===== src/design/rse_pkg.sv =====
// ----------------------------------------------------------------------------
// rse_pkg
// Shared types and constants of the RPN stack evaluator.
// ----------------------------------------------------------------------------
package rse_pkg;

  localparam int STACK_DEPTH_DEF = 16;
  localparam int DATA_W          = 32;
  localparam int NUM_LIMIT       = 10;

  typedef enum logic [2:0] {
    MODE_NUM = 3'd0,
    MODE_ADD = 3'd1,
    MODE_SUB = 3'd2,
    MODE_MUL = 3'd3,
    MODE_DIV = 3'd4,
    MODE_END = 3'd5
  } mode_t;

  typedef enum logic [2:0] {
    ST_OK       = 3'd0,
    ST_RANGE    = 3'd1,
    ST_FEW      = 3'd2,
    ST_DIVZERO  = 3'd3,
    ST_INVALID  = 3'd4,
    ST_COUNT    = 3'd5,
    ST_OVERFLOW = 3'd6
  } status_t;

  typedef enum logic [1:0] {
    ALU_ADD = 2'd0,
    ALU_SUB = 2'd1,
    ALU_MUL = 2'd2,
    ALU_DIV = 2'd3
  } alu_op_t;

  typedef struct packed {
    logic    start;
    alu_op_t op;
  } alu_req_t;

  typedef struct packed {
    logic done;
    logic div_zero;
  } alu_rsp_t;

endpackage


===== src/design/rpn_stack_evaluator.sv =====
// ----------------------------------------------------------------------------
// rpn_stack_evaluator
// Reverse Polish notation calculator over a stack of 32-bit operands.
// ----------------------------------------------------------------------------
// Each input item carries one token: a number, an operator (add, subtract,
// multiply, divide) or an end-of-expression marker. Every item gives exactly
// one result item with a status, the answer on a good end marker, a flag that
// marks the close of an expression and the stack depth after the item.
// Both channels use a valid and stall handshake; an item moves on a rising
// edge where valid is high and stall is low.
// An item is worked on alone: in_stall is high from the cycle after
// acceptance until its result has been loaded into the output register.
// A number passes through the decode and done states; an operator also
// reads the stack and runs in the ALU, where a divide uses the radix-2
// divider with one quotient bit per cycle. An end marker reads the stack.
// The result waits in an output register, so a stalled receiver holds back
// the next result only; the next item is still accepted and worked on.
// Synchronous reset empties the stack and drops any pending result; the
// stack memory itself is not cleared, since only entries below the count
// are ever read.
// ----------------------------------------------------------------------------
module rpn_stack_evaluator #(
  parameter int STACK_DEPTH = rse_pkg::STACK_DEPTH_DEF
) (
  input  logic                              clk,
  input  logic                              rst,
  input  logic                              in_valid,
  output logic                              in_stall,
  input  logic [2:0]                        mode,
  input  logic signed [rse_pkg::DATA_W-1:0] value,
  output logic                              out_valid,
  input  logic                              out_stall,
  output logic [2:0]                        status,
  output logic signed [rse_pkg::DATA_W-1:0] answer,
  output logic                              finished,
  output logic [4:0]                        depth_now
);
  import rse_pkg::*;

  localparam int CW = $clog2(STACK_DEPTH + 1);
  localparam int AW = $clog2(STACK_DEPTH);

  typedef enum logic [2:0] {
    S_IDLE,
    S_DECODE,
    S_READ,
    S_EXEC,
    S_DONE
  } state_t;

  state_t                   state;
  mode_t                    mode_q;
  logic signed [DATA_W-1:0] value_q;
  logic [CW-1:0]            count;
  status_t                  res_status;
  logic signed [DATA_W-1:0] res_answer;
  logic                     res_finished;

  logic [CW-1:0]            cnt_m1;
  logic [CW-1:0]            cnt_m2;
  logic [31:0]              count_wide;
  logic                     in_range;
  logic                     stack_full;
  logic                     load_out;

  logic                     wr_en;
  logic [AW-1:0]            wr_addr;
  logic [DATA_W-1:0]        wr_data;
  logic [DATA_W-1:0]        rd_data_a;
  logic [DATA_W-1:0]        rd_data_b;

  alu_req_t                 alu_req;
  alu_rsp_t                 alu_rsp;
  logic signed [DATA_W-1:0] alu_result;

  assign in_stall   = (state != S_IDLE);
  assign cnt_m1     = count - CW'(1);
  assign cnt_m2     = count - CW'(2);
  assign count_wide = 32'(count);
  // A number must lie below the limit and above the most negative value.
  assign in_range   = (value_q < DATA_W'(NUM_LIMIT)) &&
                      (value_q != {1'b1, {(DATA_W-1){1'b0}}});
  assign stack_full = (count >= CW'(STACK_DEPTH));
  // A finished result moves into the output register once it is free or is
  // being taken by the receiver in the same cycle.
  assign load_out   = (state == S_DONE) && (!out_valid || !out_stall);

  // The write port serves a push while decoding and the write-back of an
  // operator result, which lands on the slot of the lower operand.
  always_comb begin
    wr_en   = 1'b0;
    wr_addr = count[AW-1:0];
    wr_data = value_q;
    if (state == S_DECODE) begin
      wr_en = (mode_q == MODE_NUM) && in_range && !stack_full;
    end else if (state == S_EXEC) begin
      wr_en   = alu_rsp.done && !alu_rsp.div_zero;
      wr_addr = cnt_m2[AW-1:0];
      wr_data = alu_result;
    end
  end

  always_comb begin
    alu_req.start = (state == S_READ) && (mode_q != MODE_END);
    case (mode_q)
      MODE_ADD: alu_req.op = ALU_ADD;
      MODE_SUB: alu_req.op = ALU_SUB;
      MODE_MUL: alu_req.op = ALU_MUL;
      default:  alu_req.op = ALU_DIV;
    endcase
  end

  // Operand a sits one below the top, operand b on top. On an end marker
  // with a single value the top is entry zero.
  rse_stack #(
    .DEPTH (STACK_DEPTH),
    .AW    (AW)
  ) u_stack (
    .clk       (clk),
    .wr_en     (wr_en),
    .wr_addr   (wr_addr),
    .wr_data   (wr_data),
    .rd_addr_a (cnt_m2[AW-1:0]),
    .rd_addr_b (cnt_m1[AW-1:0]),
    .rd_data_a (rd_data_a),
    .rd_data_b (rd_data_b)
  );

  rse_alu u_alu (
    .clk    (clk),
    .rst    (rst),
    .req    (alu_req),
    .op_a   ($signed(rd_data_a)),
    .op_b   ($signed(rd_data_b)),
    .rsp    (alu_rsp),
    .result (alu_result)
  );

  always_ff @(posedge clk) begin
    if (rst) begin
      state     <= S_IDLE;
      count     <= '0;
      out_valid <= 1'b0;
    end else begin
      // The output register fills with a new result, or empties once the
      // receiver takes the item.
      if (load_out) begin
        out_valid <= 1'b1;
      end else if (!out_stall) begin
        out_valid <= 1'b0;
      end

      case (state)
        S_IDLE: begin
          if (in_valid) begin
            mode_q  <= mode_t'(mode);
            value_q <= value;
            state   <= S_DECODE;
          end
        end

        S_DECODE: begin
          res_status   <= ST_OK;
          res_answer   <= '0;
          res_finished <= 1'b0;
          state        <= S_DONE;
          case (mode_q)
            MODE_NUM: begin
              if (!in_range) begin
                res_status   <= ST_RANGE;
                res_finished <= 1'b1;
                count        <= '0;
              end else if (stack_full) begin
                res_status   <= ST_OVERFLOW;
                res_finished <= 1'b1;
                count        <= '0;
              end else begin
                count <= count + CW'(1);
              end
            end
            MODE_ADD, MODE_SUB, MODE_MUL, MODE_DIV: begin
              if (count < CW'(2)) begin
                res_status   <= ST_FEW;
                res_finished <= 1'b1;
                count        <= '0;
              end else begin
                state <= S_READ;
              end
            end
            MODE_END: begin
              if (count == CW'(1)) begin
                state <= S_READ;
              end else begin
                res_status   <= ST_COUNT;
                res_finished <= 1'b1;
                count        <= '0;
              end
            end
            default: begin
              res_status   <= ST_INVALID;
              res_finished <= 1'b1;
              count        <= '0;
            end
          endcase
        end

        S_READ: begin
          // Read data of the addresses set up while decoding is valid now.
          if (mode_q == MODE_END) begin
            res_answer   <= $signed(rd_data_b);
            res_finished <= 1'b1;
            count        <= '0;
            state        <= S_DONE;
          end else begin
            state <= S_EXEC;
          end
        end

        S_EXEC: begin
          if (alu_rsp.done) begin
            if (alu_rsp.div_zero) begin
              res_status   <= ST_DIVZERO;
              res_finished <= 1'b1;
              count        <= '0;
            end else begin
              count <= cnt_m1;
            end
            state <= S_DONE;
          end
        end

        S_DONE: begin
          if (load_out) begin
            status    <= res_status;
            answer    <= res_answer;
            finished  <= res_finished;
            depth_now <= count_wide[4:0];
            state     <= S_IDLE;
          end
        end

        default: begin
          state <= S_IDLE;
        end
      endcase
    end
  end

endmodule


===== src/design/rse_stack.sv =====
// ----------------------------------------------------------------------------
// rse_stack
// Operand stack memory: one write port, two registered read ports.
// ----------------------------------------------------------------------------
module rse_stack #(
  parameter int DEPTH = rse_pkg::STACK_DEPTH_DEF,
  parameter int AW    = $clog2(DEPTH)
) (
  input  logic                        clk,
  input  logic                        wr_en,
  input  logic [AW-1:0]               wr_addr,
  input  logic [rse_pkg::DATA_W-1:0]  wr_data,
  input  logic [AW-1:0]               rd_addr_a,
  input  logic [AW-1:0]               rd_addr_b,
  output logic [rse_pkg::DATA_W-1:0]  rd_data_a,
  output logic [rse_pkg::DATA_W-1:0]  rd_data_b
);
  import rse_pkg::*;

  logic [DATA_W-1:0] mem [DEPTH];

  always_ff @(posedge clk) begin
    if (wr_en) begin
      mem[wr_addr] <= wr_data;
    end
    rd_data_a <= mem[rd_addr_a];
    rd_data_b <= mem[rd_addr_b];
  end

endmodule


===== src/design/rse_alu.sv =====
// ----------------------------------------------------------------------------
// rse_alu
// Shared arithmetic unit: add, subtract and multiply with a registered result, and a
// radix-2 restoring divider that truncates toward zero.
// ----------------------------------------------------------------------------
module rse_alu (
  input  logic                              clk,
  input  logic                              rst,
  input  rse_pkg::alu_req_t                 req,
  input  logic signed [rse_pkg::DATA_W-1:0] op_a,
  input  logic signed [rse_pkg::DATA_W-1:0] op_b,
  output rse_pkg::alu_rsp_t                 rsp,
  output logic signed [rse_pkg::DATA_W-1:0] result
);
  import rse_pkg::*;

  localparam int CNT_W = $clog2(DATA_W);

  typedef enum logic [1:0] {
    A_IDLE,
    A_DIV,
    A_SIGN
  } alu_state_t;

  alu_state_t        state;
  logic [DATA_W-1:0] quo;
  logic [DATA_W-1:0] rem;
  logic [DATA_W-1:0] dvs;
  logic [CNT_W-1:0]  cnt;
  logic              neg;

  logic [DATA_W-1:0] mag_a;
  logic [DATA_W-1:0] mag_b;
  logic [DATA_W-1:0] trial;
  logic [DATA_W:0]   diff;

  assign mag_a = op_a[DATA_W-1] ? DATA_W'(-op_a) : DATA_W'(op_a);
  assign mag_b = op_b[DATA_W-1] ? DATA_W'(-op_b) : DATA_W'(op_b);
  assign trial = {rem[DATA_W-2:0], quo[DATA_W-1]};
  assign diff  = {1'b0, trial} - {1'b0, dvs};

  always_ff @(posedge clk) begin
    if (rst) begin
      state        <= A_IDLE;
      rsp.done     <= 1'b0;
      rsp.div_zero <= 1'b0;
    end else begin
      rsp.done     <= 1'b0;
      rsp.div_zero <= 1'b0;
      case (state)
        A_IDLE: begin
          if (req.start) begin
            case (req.op)
              ALU_ADD: begin
                result   <= op_a + op_b;
                rsp.done <= 1'b1;
              end
              ALU_SUB: begin
                result   <= op_a - op_b;
                rsp.done <= 1'b1;
              end
              ALU_MUL: begin
                result   <= DATA_W'(op_a * op_b);
                rsp.done <= 1'b1;
              end
              default: begin
                if (op_b == '0) begin
                  result       <= '0;
                  rsp.done     <= 1'b1;
                  rsp.div_zero <= 1'b1;
                end else begin
                  quo   <= mag_a;
                  dvs   <= mag_b;
                  rem   <= '0;
                  cnt   <= CNT_W'(DATA_W - 1);
                  neg   <= op_a[DATA_W-1] ^ op_b[DATA_W-1];
                  state <= A_DIV;
                end
              end
            endcase
          end
        end
        A_DIV: begin
          // One quotient bit per cycle, most significant first.
          quo <= {quo[DATA_W-2:0], ~diff[DATA_W]};
          rem <= diff[DATA_W] ? trial : diff[DATA_W-1:0];
          cnt <= cnt - 1'b1;
          if (cnt == '0) begin
            state <= A_SIGN;
          end
        end
        A_SIGN: begin
          result   <= neg ? -$signed(quo) : $signed(quo);
          rsp.done <= 1'b1;
          state    <= A_IDLE;
        end
        default: begin
          state <= A_IDLE;
        end
      endcase
    end
  end

endmodule

===== config.mk =====
export PLATFORM = sky130hd
export DESIGN_NAME = rpn_stack_evaluator
export DESIGN_NICKNAME = d
export VERILOG_FILES = /design/src/design/rse_pkg.sv /design/src/design/rpn_stack_evaluator.sv /design/src/design/rse_stack.sv /design/src/design/rse_alu.sv
export SDC_FILE = /design/constraint.sdc
export NUM_CORES = 2
export LEC_CHECK = 0
export ABC_AREA = 1
export BUFFER_PORTS_ARGS = -buffer_cell sky130_fd_sc_hd__buf_2
export CAP_MARGIN = 20
export CORE_MARGIN = 2
export CORE_UTILIZATION = 43
export CTS_CLUSTER_DIAMETER = 40
export DETAILED_ROUTE_END_ITERATION = 8
export GPL_ROUTABILITY_DRIVEN = 1
export PLACE_DENSITY_LB_ADDON = 0.25
export SKIP_LAST_GASP = 1
export SLEW_MARGIN = 20
export SYNTH_ARGS = -nofsm -noshare
export SYNTH_HDL_FRONTEND = slang
export SYNTH_SLANG_ARGS = --single-unit

===== constraint.sdc =====
create_clock -name clk -period 6.35 [get_ports clk]
set_input_delay 0.635 -clock clk [delete_from_list [all_inputs] [get_ports clk]]
set_output_delay 0.635 -clock clk [all_outputs]
set_load 0.01 [all_outputs]

# After elaboration in Yosys (flattened, before gate mapping)
# Memories as Yosys holds them, arrays and structs flattened. A register that Yosys moved wholly into a read port is not among the register bits.
# Cells that the tools add are included.
# Widths: inputs -> output; s select.
[classes]
eq_ne = 29
n_mux = 77
n_reduce_logical = 37
mul = 1
magnitude_cmp = 3
add_sub_neg = 10
bitwise = 7
[ops]
columns = ["op", "count"]
rows = [
  ["$mux 32", 10],
  ["$pmux 32 s2", 3],
  ["$mux 31", 5],
  ["$neg 32->32", 3],
  ["$pmux 32 s3", 1],
  ["$pmux 31 s2", 1],
  ["$mux 5", 10],
  ["$mux 3", 11],
  ["$sub 32x32->33", 1],
  ["$add 32x32->32", 1],
  ["$logic_not 32->1", 1],
  ["$lt 32x5->1 const B", 1],
  ["$mul 32x32->32", 1],
  ["$ne 32x32->1 const B", 1],
  ["$sub 32x32->32", 1],
  ["$pmux 5 s3", 2],
  ["$reduce_and 5->1", 4],
  ["$mux 1", 15],
  ["$pmux 3 s5", 1],
  ["$mux 2", 7],
  ["$eq 3x2->1 const B", 4],
  ["$pmux 3 s2", 2],
  ["$reduce_and 3->1", 4],
  ["$reduce_and 4->1", 3],
  ["34 further kinds", 71],
]
[totals]
memories = 1
out_inout_bits = 43
ram_bits = 512
elab_cells = 187
input_bits = 39
ff_bits = 258
[memory_table]
columns = ["memory", "words", "width", "rd", "rd_clocked_by_memory_dff", "write_ports", "line_no", "rtl"]
rows = [
  ["u_stack.mem", 16, 32, 2, 2, 1, "rse_stack.sv:20", "logic [DATA_W-1:0] mem [DEPTH];"],
]

# Longest topological paths before layout
[logic_depth]
ltp_word = 7
depth_mapped = 37
ltp_nobuf = 35

# By module
# A second synthesis with hierarchy kept.
[hier_totals]
hier_cells = 7855
area_unflattened_um2 = 63234.4
[modules_own_cells]
columns = ["mod", "area_each_um2", "instances", "seq_area_each_um2", "cells_per_inst"]
rows = [
  ["rse_alu", 29336.9, 1, 4073.9, 4060],
  ["rse_stack", 28725.0, 1, 16656.0, 3317],
  ["rpn_stack_evaluator", 5172.5, 1, 3543.4, 478],
]

# Least setup slack after synthesis
# Ideal clock, no wire load.
[synth_timing]
kind = "register to register"
startpoint = "register u_stack.rd_data_a[12] in the netlist's numbering, read port of u_stack.mem"
endpoint = "register u_alu.result[31] in the netlist's numbering (data pin)"
path_stages_with_launch = 30
t_arrival_ns = 6.680
path_buffers = 2
period_less_slack_ns = 6.935
t_required_ns = 6.094
setup_slack_ns = -0.585
setup_ns = 0.256
cell_sequence = "dfxtp_1 > clkbuf_1 > buf_1 > nand2_1 > fa_1 > inv_1 > fa_1 > inv_1 > fa_1 > inv_1 > fa_1 > inv_1 > fa_1 > fa_1 > inv_1 > fa_1 > fa_1 > ha_1 > inv_1 > nor3_1 > nand2_1 > or3b_2 > inv_1 > nor2_1 > inv_1 > nand2_1 > nand3_1 > nand2_1 > nand2_1 > nand2_1"
[synth_via]
elab_chain_len = 4
elab_cells_between_ends = 6
cone_classes = "add/sub: 2; mul: 1; mux: 3"
[synth_lines]
columns = ["element", "line_no", "rtl"]
rows = [
  ["start, declared", "rse_stack.sv:15", "output logic [rse_pkg::DATA_W-1:0] rd_data_a,"],
  ["$mul 32x32->32 (tied with other cells)", "rse_alu.sv:63", "result <= DATA_W'(op_a * op_b);"],
  ["$pmux 32 s3 *", "rse_alu.sv:53", "case (req.op)"],
  ["$mux 32 *", "rse_alu.sv:52", "if (req.start) begin"],
  ["$pmux 32 s2 *", "rse_alu.sv:50", "case (state)"],
  ["end signal, assigned", "rse_alu.sv:55", "result <= op_a + op_b;"],
  ["end signal, assigned", "rse_alu.sv:59", "result <= op_a - op_b;"],
  ["end signal, assigned", "rse_alu.sv:63", ""],
  ["end, declared", "rse_alu.sv:13", "output logic signed [rse_pkg::DATA_W-1:0] result"],
]
# Mark *: on every way between the ends. The rest lies on a longest branch, timed or not. The select of a mux whose other input is x is not followed.
# A chain may end at the register's enable or synchronous reset.

# Worst setup path after layout
# Ends and elaborated chain as after synthesis.

==> results.sh <==
export IMPL_status="finished, violations left"
export IMPL_critical_path_max_stage_delay_ns=0.54
export IMPL_global_placer_s_final_weighted_congestion=0.997
export IMPL_synth_warnings=0
export IMPL_whs_endpoint="value_q[17]"
export IMPL_fraction_of_registers_with_async_set_reset_pct=0
export IMPL_post_dp_cell_area_mm2=0.0643
export IMPL_worstReg2RegStart="u_stack.rd_data_a[12]"
export IMPL_drive_above_1_share_pct=15.0
export IMPL_placement_rows=136
export IMPL_clk_root_buffer_cell="clkbuf_16"
export IMPL_ys_dominant_reg_cell="edfxtp_1"
export IMPL_hp_class="in2reg"
export IMPL_io_buffer_count=81
export IMPL_pin_count=82
export IMPL_clk_latency_ns=0.79
export IMPL_max_freq_ghz=0.142
export IMPL_edff_count_synth=757
export IMPL_clock_sinks=834
export IMPL_most_repeated_library_cell_on_the_critical_path="fa_1"
export IMPL_setup_violations_final=20
export IMPL_final_nets=7652
export IMPL_tritoncts_clock_tree="yes"
export IMPL_initial_utilization_pct=43.3
export IMPL_route_vias_total=49200
export IMPL_clk_pin_slew_ns=0.06
export IMPL_grt_antenna_before_repair=10
export IMPL_setup_slack_reg_to_reg_ns=-0.69
export IMPL_route_final_wire_length_um=197000
export IMPL_mean_area_per_synthesized_cell_um2=8.79
export IMPL_final_min_clock_period_ns=7.04
export IMPL_die_area_mm2=0.141
export IMPL_first_global_vias=48200
export IMPL_start_kind="register"
export IMPL_syn_std_cell_area_mm2=0.0593
export IMPL_dr_first_iter_drc_count=5767
export IMPL_most_used_cells_in_the_layout_excluding_fill_and_tap_cells="1235 x nand2_1, 1136 x inv_1, 757 x edfxtp_1, 620 x o21ai_0, 487 x nor2_1"
export IMPL_drv_cap=0
export IMPL_whs_ns=0.0512
export IMPL_grt_pass1_wl_um=293000
export IMPL_post_drt_via_cell_ratio=5.55
export IMPL_area_growth_synth_to_final_pct=18.9
export IMPL_synth_nets=7421
export IMPL_slew_of_the_pin_with_the_lowest_slew_margin_ns=1.19
export IMPL_tritoncts_num_buffers=118
export IMPL_ctsLongestPathBuffers=3
export IMPL_ant_nets=0
export IMPL_largest_net_degree_at_the_start_of_global_routing=239
export IMPL_timing_critical_path_required_ns=6.86
export IMPL_overflow=0
export IMPL_core_footprint_mm2=0.137
export IMPL_totalNegativeSetupSlack_ns=-8.12
export IMPL_rsz_0062_raised_after_global_routing="true"
export IMPL_chipWidth_um=375
export IMPL_drt_pass1_iterations=7
export IMPL_postSynthRegisterBits=834
export IMPL_die_height_um=375
export IMPL_final_critical_path_share_of_the_clock_period_pct=111
export IMPL_finish_instance_area_mm2=0.0706
export IMPL_critPathArrivalTime_ns=7.55
export IMPL_worstHoldStart="value[17]"
export IMPL_maxSlewHeadroom_pct=19.6
export IMPL_crit_path_top_delay_cell="fa_1"
export IMPL_h_tree_depth=3
export IMPL_detail_route_wl_per_cell_um=22.2
export IMPL_critical_path_peak_fanout=7
export IMPL_path_class="reg2reg"
export IMPL_place_detailed_hpwl_um=135000
export IMPL_ys_seq_area_share_pct=40.9
export IMPL_layout_setup_ws_ns=-0.690
export IMPL_reg2reg_to="u_alu.result[31]"
export IMPL_globalRouteTotalUtil_pct=27.5
export IMPL_failed_checks="setup timing"
export IMPL_hold_path_cell_count=1
export IMPL_count_of_distinct_cell_types_in_the_synthesized_netlist=61
export IMPL_post_route_drc_count=0
export IMPL_report_final_slew_viol_count=0
export IMPL_worst_r2r_path_depth=28
export IMPL_postSynthCellCount=6748
export IMPL_layout_commonest_cell="nand2_1"
export IMPL_finalHoldViolations=0
export IMPL_critical_path_endpoint_type="register"
export IMPL_timing_clock_skew_ns=0.108
-- critical path: cells and delay by family (launching register included) --
| kind | cells | cell delay, ns |
|---|---|---|
| simple gates | 8 | 0.69 |
| compound gates | 4 | 0.57 |
| flops | 1 | 0.47 |
| fa+ha+maj | 9 | 4.25 |
| buf+inv | 7 | 0.77 |
-- Yosys cell counts (all sizes together) (2+ instances only) --
master	number	area [µm²]
ha	224	2800
o211ai	103	773
xor2	67	587
nor2	522	2020
o21a	6	45.0
nand2	1283	4840
nor4	20	146
a211oi	5	37.5
a21boi	3	22.5
o21bai	9	67.6
a31oi	4	25.0
a221oi	3	26.3
nor3	43	307
fa	410	8210
or2	21	131
clkinv	3	11.3
o21ai	675	3380
xnor2	48	420
and2	2	12.5
nand4	20	131
buf	90	385
a21oi	448	2250
inv	1178	4420
a21o	7	52.6
a31o	5	43.8
nand3	187	963
edfxtp	757	22700
o221ai	102	893
o31ai	6	45.0
o22ai	23	144
nand2b	4	25.0
o32ai	55	482
dfxtp	77	1540
clkbuf	317	1190
nand3b	14	105
-- layout make-up --
| cell class | count | area (µm²) |
|---|---|---|
| inverter | 1181 | 4450 |
| tap | 1794 | 2240 |
| clock inverter | 93 | 1230 |
| timing repair buffer | 518 | 4780 |
| multi-input combinational | 4326 | 30400 |
| clock buffer | 133 | 3090 |
| antenna | 1 | 2.50 |
| sequential | 834 | 24300 |
| fill | 12400 | 66600 |
-- sequential cells by signal (all words and copies together) (netlist names), 2 cells and up --
signal,count
u_stack.mem,512
answer,32
res_answer,32
u_alu.dvs,32
u_alu.quo,32
u_alu.result,32
u_stack.rd_data_a,32
u_stack.rd_data_b,32
value_q,32
u_alu.rem,31
count,5
depth_now,5
u_alu.cnt,5
mode_q,3
res_status,3
state,3
status,3
u_alu.rsp,2
u_alu.state,2
-- worst max path at each step --
stage	end	depth (start not counted)	from	slack [ns]
2_1_floorplan	u_alu.result[31]	29	u_stack.rd_data_a[12]	-0.11
4_1_cts	u_alu.result[31]	30	u_stack.rd_data_a[10]	-0.64
5_1_grt	u_alu.result[31]	28	u_stack.rd_data_a[12]	-0.94
3_5_place_dp	u_alu.result[31]	28	u_stack.rd_data_b[8]	-0.91
3_3_place_gp	u_alu.result[29]	26	u_stack.rd_data_a[19]	-0.89
6_report	u_alu.result[31]	28	u_stack.rd_data_a[12]	-0.69
-- through the flow --
step                      instances  setup slack (ns)  utilization, %
after global routing           8879            -0.937            51.4
after floorplan                6748            -0.115               -
final                          8880            -0.690            51.4
after CTS                      8863            -0.637            51.0
after global placement         8586            -0.895            46.9
after detailed placement       8586            -0.907            46.9
-- repair_timing --
| action | 4_1_cts | 5_1_grt |
|---|---|---|
| hold buffers | 1 | 0 |
| setup endpoints to repair | 20 | 23 |
| endpoints found under the hold margin | 1 | 0 |
| buffers inserted | 48 | 20 |
| pin swaps | 77 | 76 |
| gates resized for setup | 232 | 107 |
| gates cloned | 4 | 1 |
-- routing by layer --
metal,GRT usage [%],share of wire [%],up-vias
met5,0,0.0066,-
met4,10.7,4.2,2
met3,4.55,8.7,413
met2,44.6,46,2237
met1,37.0,41,24000
li1,-,-,22600
-- cell families (layout without fill, tap and decap cells) --
logic type	Yosys count	after routing	synth area share, %
simple gates	2119	2119	14.7
buf+inv	1588	1925	10.1
compound gates	1458	1458	14.0
flops	834	834	40.9
fa+ha+maj	634	634	18.6
xor+xnor	115	115	1.70
other cells	0	1	0
Power is left out: the tool's default activity adds up to more than one toggle a clock period on the data nets, which glitch-free logic cannot reach.
